### config.mk
export PLATFORM = sky130hd
export DESIGN_NAME = ftp_reply_parser
export DESIGN_NICKNAME = d
export VERILOG_FILES = /design/src/hdl/ftpr_pkg.sv /design/src/hdl/ftpr_line.sv /design/src/hdl/ftpr_reply.sv /design/src/hdl/ftp_reply_parser.sv
export VERILOG_INCLUDE_DIRS = /design/src /design/src/hdl
export SDC_FILE = /design/constraint.sdc
export NUM_CORES = 1
export LEC_CHECK = 0
export BUFFER_PORTS_ARGS = -buffer_cell sky130_fd_sc_hd__buf_2
export CORE_ASPECT_RATIO = 0.8
export CORE_UTILIZATION = 55
export CTS_BUF_LIST = sky130_fd_sc_hd__clkbuf_4
export DETAILED_ROUTE_END_ITERATION = 10
export PLACE_DENSITY = 0.78
export SYNTH_ARGS = -nofsm -noshare
export SYNTH_HDL_FRONTEND = slang
export SYNTH_SLANG_ARGS = --single-unit
### constraint.sdc
create_clock -name clk -period 4.1 [get_ports clk]
set_input_delay 0.615 -clock clk [delete_from_list [all_inputs] [get_ports clk]]
set_output_delay 0.615 -clock clk [all_outputs]
set_load 0.03 [all_outputs]
### src/hdl/ftp_reply_parser_assert.svh
// Assertion macros for the control-channel reply parser.
// Used by the top level; the macros reference the clk and rst_n ports.
`ifndef FTP_REPLY_PARSER_ASSERT_SVH
`define FTP_REPLY_PARSER_ASSERT_SVH
`ifndef SYNTH
// Same-cycle implication under reset
`define FTPR_ASSERT_IMP(lbl, ante, cons, msg) \
  lbl: assert property (@(posedge clk) disable iff (!rst_n) (ante) |-> (cons)) \
    else $error(msg);
// Next-cycle implication under reset
`define FTPR_ASSERT_NXT(lbl, ante, cons, msg) \
  lbl: assert property (@(posedge clk) disable iff (!rst_n) (ante) |=> (cons)) \
    else $error(msg);
`else
`define FTPR_ASSERT_IMP(lbl, ante, cons, msg)
`define FTPR_ASSERT_NXT(lbl, ante, cons, msg)
`endif
`endif

### src/hdl/ftpr_pkg.sv
// Shared constants, types and helper functions of the reply parser.
// No dependencies; imported by every module of the block.
package ftpr_pkg;

  localparam logic [7:0]  CH_LF    = 8'h0A;
  localparam logic [7:0]  CH_CR    = 8'h0D;
  localparam logic [7:0]  CH_DASH  = 8'h2D;
  localparam logic [7:0]  CH_SPACE = 8'h20;
  localparam logic [7:0]  CH_ZERO  = 8'h30;
  localparam logic [7:0]  CH_NINE  = 8'h39;
  localparam logic [15:0] MAX_LEN_RST = 16'd4096;
  localparam logic [15:0] HEAD_LEN    = 16'd4;

  // Line event handed from the line tracker to the reply logic
  typedef struct packed {
    logic       eol;      // LF taken this cycle
    logic       ovf;      // line reached the length limit
    logic       counted;  // long enough, no zero byte in the head, starts with a digit
    logic       three;    // columns two and three are digits
    logic       dash;     // column four is a dash
    logic       space;    // column four is a space
    logic [9:0] code;     // three-digit code of the line head
  } line_evt_t;

  // Result produced by the reply logic
  typedef struct packed {
    logic       valid;
    logic [9:0] code;
    logic       status;
    logic       multi;
  } reply_res_t;

  function automatic logic is_digit(input logic [7:0] c);
    is_digit = (c >= CH_ZERO) && (c <= CH_NINE);
  endfunction

  function automatic logic [9:0] digit_val(input logic [7:0] c);
    logic [7:0] d;
    d = c - CH_ZERO;
    digit_val = {6'b0, d[3:0]};
  endfunction

endpackage

### src/hdl/ftpr_line.sv
// Line tracker: position counter, four-byte line head, CR and zero-byte flags.
// Depends on ftpr_pkg; emits one line_evt_t per advanced byte.
module ftpr_line import ftpr_pkg::*; (
  input  logic        clk,
  input  logic        rst_n,
  input  logic        adv,
  input  logic [7:0]  rx_byte,
  input  logic [15:0] max_len,
  output line_evt_t   evt
);

  logic [15:0] pos_r;
  logic        zero_r;
  logic        cr_r;
  logic [7:0]  head_r [4];

  logic        is_lf;
  logic        ovf;
  logic        in_head;
  logic        eff_ok;
  logic [16:0] pos_inc;

  // Decode the incoming byte against the held line
  always_comb begin
    is_lf   = (rx_byte == CH_LF);
    pos_inc = {1'b0, pos_r} + 17'd1;
    ovf     = !is_lf && (pos_inc >= {1'b0, max_len});
    in_head = (pos_r < HEAD_LEN);
    eff_ok  = (pos_r > HEAD_LEN) || ((pos_r == HEAD_LEN) && !cr_r);

    evt.eol     = adv && is_lf;
    evt.ovf     = adv && ovf;
    evt.counted = !zero_r && eff_ok && is_digit(head_r[0]);
    evt.three   = is_digit(head_r[1]) && is_digit(head_r[2]);
    evt.dash    = (head_r[3] == CH_DASH);
    evt.space   = (head_r[3] == CH_SPACE);
    evt.code    = 10'(digit_val(head_r[0]) * 10'd100)
                + 10'(digit_val(head_r[1]) * 10'd10)
                + digit_val(head_r[2]);
  end

  // Advance the position and flags; clear at LF or overflow
  always_ff @(posedge clk) begin
    if (!rst_n) begin
      pos_r  <= '0;
      zero_r <= 1'b0;
      cr_r   <= 1'b0;
    end else if (adv) begin
      if (is_lf || ovf) begin
        pos_r  <= '0;
        zero_r <= 1'b0;
        cr_r   <= 1'b0;
      end else begin
        pos_r  <= pos_inc[15:0];
        zero_r <= zero_r || (in_head && (rx_byte == 8'h00));
        cr_r   <= (rx_byte == CH_CR);
      end
    end
  end

  // Capture the first four bytes of the line
  always_ff @(posedge clk) begin
    if (adv && !is_lf && in_head) begin
      head_r[pos_r[1:0]] <= rx_byte;
    end
  end

endmodule

### src/hdl/ftpr_reply.sv
// Reply tracker: open multi-line reply state and result selection.
// Depends on ftpr_pkg; consumes line_evt_t from ftpr_line.
module ftpr_reply import ftpr_pkg::*; (
  input  logic       clk,
  input  logic       rst_n,
  input  line_evt_t  evt,
  output reply_res_t res
);

  logic       in_reply_r, in_reply_nxt;
  logic [9:0] held_r, held_nxt;

  // Decide the result and the next reply state
  always_comb begin
    res          = '0;
    in_reply_nxt = in_reply_r;
    held_nxt     = held_r;
    if (evt.ovf) begin
      res.valid    = 1'b1;
      res.status   = 1'b1;
      in_reply_nxt = 1'b0;
      held_nxt     = '0;
    end else if (evt.eol && evt.counted && evt.three) begin
      if (!in_reply_r) begin
        if (evt.dash) begin
          in_reply_nxt = 1'b1;
          held_nxt     = evt.code;
        end else begin
          res.valid = 1'b1;
          res.code  = evt.code;
        end
      end else if ((evt.code == held_r) && evt.space) begin
        res.valid    = 1'b1;
        res.code     = held_r;
        res.multi    = 1'b1;
        in_reply_nxt = 1'b0;
        held_nxt     = '0;
      end
    end
  end

  // Hold the open reply
  always_ff @(posedge clk) begin
    if (!rst_n) begin
      in_reply_r <= 1'b0;
      held_r     <= '0;
    end else begin
      in_reply_r <= in_reply_nxt;
      held_r     <= held_nxt;
    end
  end

endmodule

### src/hdl/ftp_reply_parser.sv
// FTP control-channel reply parser, top level.
// Depends on ftpr_pkg, ftpr_line, ftpr_reply and ftp_reply_parser_assert.svh.
//
// Usage:
//   in_*  : one received control-channel byte per word (in_tdata[7:0]).
//   out_* : one word per complete reply or per line overflow. out_tdata[9:0]
//           holds the reply code, out_tuser[0] the status (1 = overflow) and
//           out_tuser[1] whether the reply used continuation lines.
//   cfg_* : cfg_wr_en writes cfg_wr_data as the line length limit; write
//           only while the block is idle.
// Path: an accepted byte waits in the input register until the output is free;
//   its result word is then registered at the output and shows on out_tvalid.
// Throughput: one byte per cycle unless out stalls; each byte takes a single
//   pass of compares and a 16-bit count between the input and output registers.
// Reset (rst_n low, synchronous) empties both registers, closes any open
//   reply, clears the current line and sets the limit to 4096.
// When the receiver stalls, the pending result holds; at most one further
//   byte enters the input register, and in_tready stays low until out drains.
module ftp_reply_parser import ftpr_pkg::*; (
  input  logic        clk,
  input  logic        rst_n,
  input  logic        in_tvalid,
  output logic        in_tready,
  input  logic [7:0]  in_tdata,   // [7:0] rx_byte
  output logic        out_tvalid,
  input  logic        out_tready,
  output logic [15:0] out_tdata,  // [9:0] reply_code, [15:10] zero
  output logic [1:0]  out_tuser,  // [0] status, [1] was_multiline
  input  logic        cfg_wr_en,
  input  logic [15:0] cfg_wr_data
);

`include "ftp_reply_parser_assert.svh"

  logic        s0_valid_r;
  logic [7:0]  s0_byte_r;
  logic        out_valid_r;
  logic [9:0]  out_code_r;
  logic        out_status_r;
  logic        out_multi_r;
  logic [15:0] max_len_r;

  logic        out_free;
  logic        adv;
  logic        in_acc;
  line_evt_t   evt;
  reply_res_t  res;

  assign out_free  = !out_valid_r || out_tready;
  assign adv       = s0_valid_r && out_free;
  assign in_tready = !s0_valid_r || adv;
  assign in_acc    = in_tvalid && in_tready;

  // Hold the line length limit
  always_ff @(posedge clk) begin
    if (!rst_n) begin
      max_len_r <= MAX_LEN_RST;
    end else if (cfg_wr_en) begin
      max_len_r <= cfg_wr_data;
    end
  end

  // Input register: take a word, drop it once processed
  always_ff @(posedge clk) begin
    if (!rst_n) begin
      s0_valid_r <= 1'b0;
    end else if (in_acc) begin
      s0_valid_r <= 1'b1;
    end else if (adv) begin
      s0_valid_r <= 1'b0;
    end
  end

  always_ff @(posedge clk) begin
    if (in_acc) begin
      s0_byte_r <= in_tdata;
    end
  end

  ftpr_line u_line (
    .clk     (clk),
    .rst_n   (rst_n),
    .adv     (adv),
    .rx_byte (s0_byte_r),
    .max_len (max_len_r),
    .evt     (evt)
  );

  ftpr_reply u_reply (
    .clk   (clk),
    .rst_n (rst_n),
    .evt   (evt),
    .res   (res)
  );

  // Output register: load when free
  always_ff @(posedge clk) begin
    if (!rst_n) begin
      out_valid_r <= 1'b0;
    end else if (out_free) begin
      out_valid_r <= adv && res.valid;
    end
  end

  always_ff @(posedge clk) begin
    if (out_free) begin
      out_code_r   <= res.code;
      out_status_r <= res.status;
      out_multi_r  <= res.multi;
    end
  end

  assign out_tvalid = out_valid_r;
  assign out_tdata  = {6'b0, out_code_r};
  assign out_tuser  = {out_multi_r, out_status_r};

  // Overflow words carry no code and no continuation flag
  `FTPR_ASSERT_IMP(a_ovf_clean, out_valid_r && out_status_r,
    (out_code_r == 10'd0) && !out_multi_r, "overflow word carries data")
  // Reply codes stay three decimal digits
  `FTPR_ASSERT_IMP(a_code_range, out_valid_r && !out_status_r,
    out_code_r <= 10'd999, "reply code out of range")
  // A byte waiting on a stalled output stays in the input register
  `FTPR_ASSERT_NXT(a_s0_hold, s0_valid_r && !adv,
    s0_valid_r && $stable(s0_byte_r), "input word lost under stall")

endmodule
==> results of run 1 <==
state kept, by name (all words and copies together), names as in the netlist, 8 cells and up:
name	flops
u_line.head_r	32
out_code_r	10
u_reply.held_r	10
u_line.pos_r	16
max_len_r	16
s0_byte_r	8
what timing repair did:
item                       4_1_cts  5_1_grt
setup endpoints to repair        5       21
pin swaps                        0        1
gates resized for setup          1        8
buffers inserted                 0        2
area by class of cell:
class                   instances  area, µm²  area share, %
clock inverters                 6       41.3          0.695
repair buffers                 51        278           4.67
clock buffers                  10       75.1           1.26
flip-flops and latches         99       2500           42.1
inverters                      44        165           2.78
multi-input cells             358       2710           45.6
well taps                     136        170           2.86
worst max path at each step:
stage	cells after the start	startpoint	to	slack (ns)
after floorplan	14	u_line.head_r[1][1]	u_reply.held_r[3]	0.24
after global placement	12	u_line.head_r[0][0]	u_reply.held_r[1]	0.19
after detailed placement	13	u_line.head_r[0][0]	out_code_r[0]	0.006
after CTS	12	u_line.head_r[0][0]	u_reply.held_r[6]	0.01
after global routing	13	u_line.head_r[1][1]	u_reply.held_r[0]	-0.01
final	12	u_line.head_r[0][0]	u_reply.held_r[6]	0.13
cell families after synthesis:
family	share of synthesized area, %
other	0.0686
XOR/XNOR	5.54
AO/OA/AOI/OAI	10.9
buffers and inverters	5.59
multiplexers	3.48
AND/OR/NAND/NOR	15.6
flip-flops	45.8
adder cells (fa/ha/maj)	13.1
through the flow:
stage                     setup TNS [ns]  instances  total power, mW
final                                  0        704             1.89
after global routing             -0.0502        704             1.98
after CTS                              0        702             1.89
after detailed placement               0        686             1.44
after global placement                 0        686             1.42
after floorplan                        0        528             1.36
where the power goes:
group          total [mW]  internal (mW)  switching, mW
Combinational       0.337          0.142          0.196
Clock               0.459          0.134          0.325
Sequential           1.09           1.07         0.0226
Total                1.89           1.35          0.543
routing by layer:
layer	routed length [µm]	part of all wire [%]
met2	4920	45
met5	0	0
met4	155	1.4
met1	5380	49
met3	524	4.8
cells in the mapped netlist (8+ instances only):
master    instances  area share (%)
buf_4             8             1.1
a22o_1            8             1.3
nor4_1            9             1.0
edfxtp_1         52              29
clkbuf_1         14            0.96
nor3_1           10            0.92
ha_1             49              11
and3_1           12             1.4
dfxtp_1          47              17
nand3_1          20             1.8
nor2b_1           8            0.92
nand2_1          21             1.4
xor2_1           14             2.2
nand4_1          10             1.1
o21ai_0          16             1.5
inv_1            43             3.0
nor2_1           48             3.3
mux2i_1          19             3.5
xnor2_1          18             2.9
a22oi_1          11             1.5
a21oi_1          16             1.5
==> impl_metrics.env, run 1 <==
export IMPL_status="completed"
export IMPL_root_buffer="clkbuf_4"
export IMPL_slowest_delay_ns=0.50
export IMPL_ant_nets=0
export IMPL_startpoint_type="flop"
export IMPL_synth_edf_count=52
export IMPL_synth_seq_cells=99
export IMPL_crit_family="adder cells"
export IMPL_clockBufferDepth=2
export IMPL_hold_class="in2reg"
export IMPL_fin_skew_ns=0.0196
export IMPL_whs_ns=0.321
export IMPL_period_minus_slack_ns=3.97
export IMPL_mostFrequentLayoutCells="52 x edfxtp_1, 48 x nor2_1, 47 x ha_1, 47 x dfxtp_1, 43 x inv_1"
export IMPL_cap_violations=0
export IMPL_grt_pass1_wl_um=17800
export IMPL_dr_pass1_iters=5
export IMPL_area_delta_synth_final_pct=8.82
export IMPL_finalCritPeriodShare_pct=96.7
export IMPL_post_place_ws_ns=0.00642
export IMPL_use_met1_pct=32.0
export IMPL_gp_congestion=0.868
export IMPL_vias_per_cell=5.60
export IMPL_dp_hpwl_um=8390
export IMPL_cp_required_ns=4.45
export IMPL_drt_wl_total_um=11000
export IMPL_maxSlewHeadroom_pct=58.6
export IMPL_syn_instance_count=523
export IMPL_rows=32
export IMPL_regToRegEndpoint="u_reply.held_r[6]"
export IMPL_htree_num_levels=3
export IMPL_cp_max_fo=10
export IMPL_path_class="reg2reg"
export IMPL_p_leak_nw=2.50
export IMPL_die_w_um=113
export IMPL_cts_buffers=9
export IMPL_nFillCells=793
export IMPL_use_met3_pct=4.21
export IMPL_end_kind="flop"
export IMPL_synthesis_area_um2=5460
export IMPL_finalSetupViolations=0
export IMPL_wire_per_inst_um=15.6
export IMPL_rrSetupSlack_ns=0.13
export IMPL_final_util_pct=61.6
export IMPL_avgSynthCellArea_um2=10.4
export IMPL_reg2reg_from="u_line.head_r[0][0]"
export IMPL_grt_overflow_total=0
export IMPL_min_from="in_tdata[2]"
export IMPL_whs_endpoint="s0_byte_r[2]"
export IMPL_cts_tree="yes"
export IMPL_numClockSinks=99
export IMPL_grt_busiest_layer="met2"
export IMPL_portBuffers=42
export IMPL_gr_usage_all_layers_pct=22.2
export IMPL_antenna_cells=0
export IMPL_drt_initial_drc_count=271
export IMPL_slowest_stage="or4_4"
export IMPL_coreArea_um2=9650
export IMPL_antenna_found_initial=0
export IMPL_place_area_um2=5770
export IMPL_drcViolationCount=0
export IMPL_ff2ff_path_depth=12
export IMPL_holdPathStages=1
export IMPL_worst_ir_drop_vdd_uv=305
export IMPL_fin_area_um2=5940
export IMPL_clock_fmax_ghz=0.252
export IMPL_synth_ff_type="edfxtp_1"
export IMPL_worstSkewPairLatency_ns=0.46
export IMPL_crit_top_cell="ha_1"
export IMPL_ys_types=56
export IMPL_grt_pass1_vias=3646
export IMPL_cp_cell_sequence="inv_1, ha_1, ha_1, fa_1, ha_1, ha_2, or4_4, o22ai_4, xnor3_1, nor4_4, o22ai_4, a22o_1"
export IMPL_slew_viol_final=0
export IMPL_final_common_cell="edfxtp_1"
export IMPL_arrival_ns=4.32
export IMPL_drive_gt1_share_pct=13.9
export IMPL_async_flop_share_pct=0
export IMPL_die_h_um=91.1
export IMPL_worst_slack_ns=0.134
export IMPL_synth_warnings=0
export IMPL_grt_util_met2_pct=33.8
export IMPL_ys_seq_area_share_pct=45.8
export IMPL_ios=49
export IMPL_critical_path_buf_inv_count=1
export IMPL_initial_core_util_pct=56.6
export IMPL_die_area_um2=10300
export IMPL_cellPowerDensity_nw_per_um2=318
export IMPL_clk_pin_slew_ns=0.16
export IMPL_vias=3941
export IMPL_postCtsHoldBufs=0
export IMPL_fin_nets=646
export IMPL_grt_max_degree=29
export IMPL_tightest_slew_ns=0.615
export IMPL_finalHoldViolations=0
No activity file was read; power rests on OpenSTA's default activity.
==> run 2, diff against run 1 <==
--- a/config.mk
+++ b/config.mk
@@ -11,7 +11,8 @@
 export CORE_UTILIZATION = 55
 export CTS_BUF_LIST = sky130_fd_sc_hd__clkbuf_4
 export DETAILED_ROUTE_END_ITERATION = 10
-export PLACE_DENSITY = 0.78
+export PLACE_DENSITY = 0.77
 export SYNTH_ARGS = -nofsm -noshare
 export SYNTH_HDL_FRONTEND = slang
+export SYNTH_HIERARCHICAL = 1
 export SYNTH_SLANG_ARGS = --single-unit
==> impl_metrics.env, run 2 <==
export IMPL_slowest_delay_ns=0.48
export IMPL_synth_xor_area_share_pct=4.98
export IMPL_dr_pass1_iters=6
export IMPL_p_comb_share_pct=13.7
export IMPL_cp_required_ns=4.42
export IMPL_portBuffers=42
export IMPL_cp_cell_sequence="ha_1, ha_1, inv_1, fa_1, inv_1, ha_1, ha_1, o21ai_0, a21boi_1, o21a_1, nor2_2, xnor2_2, xnor2_1, and4_4, nand3_2, buf_4, o21ai_2"
export IMPL_worstSkewPairLatency_ns=0.46
export IMPL_end_kind="flop"
export IMPL_whs_ns=0.315
export IMPL_htree_num_levels=3
export IMPL_switching_share_pct=28.9
export IMPL_synth_top_area_share_pct=27.8
export IMPL_slew_viol_final=0
export IMPL_postCtsHoldBufs=0
export IMPL_cts_buffers=9
export IMPL_grt_max_degree=28
export IMPL_mostFrequentLayoutCells="69 x inv_1, 52 x edfxtp_1, 48 x ha_1"
export IMPL_drive_gt1_share_pct=18.5
export IMPL_post_place_ws_ns=0.00270
export IMPL_synth_top_family_by_area="simple AND/OR/NAND/NOR gates"
export IMPL_grt_pass1_wl_um=18500
export IMPL_seq_power_share_pct=58.5
export IMPL_clk_pin_slew_ns=0.17
export IMPL_period_minus_slack_ns=3.90
export IMPL_grt_overflow_total=0
export IMPL_finalCritPeriodShare_pct=95.1
export IMPL_path_class="reg2reg"
export IMPL_synth_most_common_cell="inv_1"
export IMPL_fin_nets=672
export IMPL_drt_initial_drc_count=320
export IMPL_switchingPower_mw=0.534
export IMPL_vias=4047
export IMPL_synth_largest_area_cell="edfxtp_1"
export IMPL_root_buffer="clkbuf_4"
export IMPL_synth_area_mux_share_pct=2.85
export IMPL_synth_edf_count=52
export IMPL_cts_tree="yes"
export IMPL_vias_per_cell=5.54
export IMPL_drcViolationCount=0
export IMPL_coreArea_um2=9810
export IMPL_syn_instance_count=546
export IMPL_avgSynthCellArea_um2=10.3
export IMPL_nFillCells=819
export IMPL_antenna_found_initial=0
export IMPL_crit_top_cell="ha_1"
export IMPL_async_flop_share_pct=0
export IMPL_startpoint_type="flop"
export IMPL_cp_max_fo=5
export IMPL_dp_cells=713
export IMPL_synth_ff_type="edfxtp_1"
export IMPL_synth_commonest_cells="69 x inv_1, 52 x edfxtp_1, 48 x ha_1, 47 x dfxtp_1, 32 x nand2_1"
export IMPL_fin_skew_ns=0.0283
export IMPL_dp_hpwl_um=8230
export IMPL_drt_wl_total_um=11000
export IMPL_power_mw=1.85
export IMPL_die_w_um=115
export IMPL_p_leak_nw=2.62
export IMPL_fin_area_um2=6140
export IMPL_synth_compound_area_share_pct=11.3
export IMPL_gr_usage_all_layers_pct=22.3
export IMPL_rows=32
export IMPL_synth_fa_ha_area_share_pct=12.5
export IMPL_finalHoldViolations=0
export IMPL_final_common_cell="inv_1"
export IMPL_worst_slack_ns=0.201
export IMPL_grt_pass1_vias=3883
export IMPL_area_delta_synth_final_pct=9.10
export IMPL_rrSetupSlack_ns=0.20
export IMPL_antenna_cells=0
export IMPL_p_int_mw=1.32
export IMPL_tightest_slew_ns=1.11
export IMPL_worst_ir_drop_vdd_uv=253
export IMPL_arrival_ns=4.22
export IMPL_initial_core_util_pct=57.4
export IMPL_hold_class="in2reg"
export IMPL_synthesis_area_um2=5630
export IMPL_synthSimpleGateAreaFrac_pct=15.7
export IMPL_ios=49
export IMPL_clock_fmax_ghz=0.256
export IMPL_stdcell_count=731
export IMPL_synth_area_top_cells="edfxtp_1 28%, dfxtp_1 17%, ha_1 11%"
export IMPL_die_h_um=92.5
export IMPL_ant_nets=0
export IMPL_rsz0062_at_grt="yes"
export IMPL_numClockSinks=99
export IMPL_finalSetupViolations=0
export IMPL_die_area_um2=10600
export IMPL_cellPowerDensity_nw_per_um2=301
export IMPL_ys_seq_area_share_pct=44.5
export IMPL_gp_congestion=0.871
export IMPL_cap_violations=0
export IMPL_clockBufferDepth=2
export IMPL_slowest_stage="fa_1"
export IMPL_maxSlewHeadroom_pct=25.7
export IMPL_wire_per_inst_um=15.1
export IMPL_ys_types=55
export IMPL_synth_warnings=6
export IMPL_p_clk_share_pct=27.8
export IMPL_synth_seq_cells=99
export IMPL_largest_reg_flops=32
export IMPL_status="completed"
export IMPL_place_area_um2=5930
run 2: cell types whose count changed after synthesis, moves of 8 or more:
cell / delta
a22o_1: -8
a22oi_1: -11
a32oi_1: +10
inv_1: +26
nand2_1: +11
nand3_1: +11
nor2_1: -19
nor2b_1: +13
o21ai_2: +10
run 2: area by class of cell:
| type | count | area [µm²] | share of cell area [%] |
|---|---|---|---|
| Tap cell | 136 | 170 | 2.77 |
| Sequential cell | 99 | 2500 | 40.8 |
| Multi-Input combinational cell | 353 | 2730 | 44.5 |
| Clock buffer | 9 | 67.6 | 1.10 |
| Clock inverter | 7 | 77.6 | 1.26 |
| Inverter | 69 | 259 | 4.22 |
| Timing Repair Buffer | 58 | 330 | 5.38 |
run 2: worst max-delay path, delay by kind of cell (launching register included):
family / cells / cell delay [ns]
flip-flops: 1 / 0.45
buffers and inverters: 3 / 0.31
XOR/XNOR: 2 / 0.30
adder cells (fa/ha/maj): 5 / 1.58
AND/OR/NAND/NOR: 3 / 0.51
AO/OA/AOI/OAI: 4 / 0.60
run 2: final timing paths:
check / startpoint / cells past startpoint / to
worst max-delay path: u_line/head_r[1][1] / 17 / out_code_r[5]
worst min-delay path: in_tdata[0] / 1 / s0_byte_r[0]
worst max register to register: u_line/head_r[1][1] / 17 / out_code_r[5]
worst min register to register: u_line/cr_r / 2 / u_line/cr_r
run 2: timing repair:
| item | in CTS | in global routing |
|---|---|---|
| setup buffers | 0 | 2 |
| pin swaps | 0 | 2 |
| endpoints found under the setup margin | 9 | 23 |
| gates resized for setup | 1 | 12 |
run 2: layer usage:
layer	routed length [µm]	up-vias	GRT usage [%]
met5	0	-	0
met4	104	0	5.41
met3	735	12	4.78
met2	5080	138	35.7
met1	5130	1913	30.7
li1	-	1984	-
run 2: stage by stage:
step | setup TNS [ns] | utilization [%]
finish | 0 | 62.6
global route | -0.00664 | 62.6
CTS | 0 | 62.0
detailed placement | 0 | 60.5
global placement | 0 | 60.5
floorplan | 0 | -
run 2: power groups by stage:
stage	registers, mW	clock network [mW]	logic [mW]
after detailed placement	1.10	0	0.233
final	1.08	0.514	0.253
after floorplan	1.10	0	0.184
after global placement	1.10	0	0.223
after CTS	1.08	0.529	0.236
after global routing	1.09	0.562	0.281
run 2: kinds of logic after synthesis:
family | count (synthesis)
other cells | 1
fa+ha+maj | 53
flops | 99
compound gates | 81
xor+xnor | 32
mux | 16
simple gates | 165
buf+inv | 99
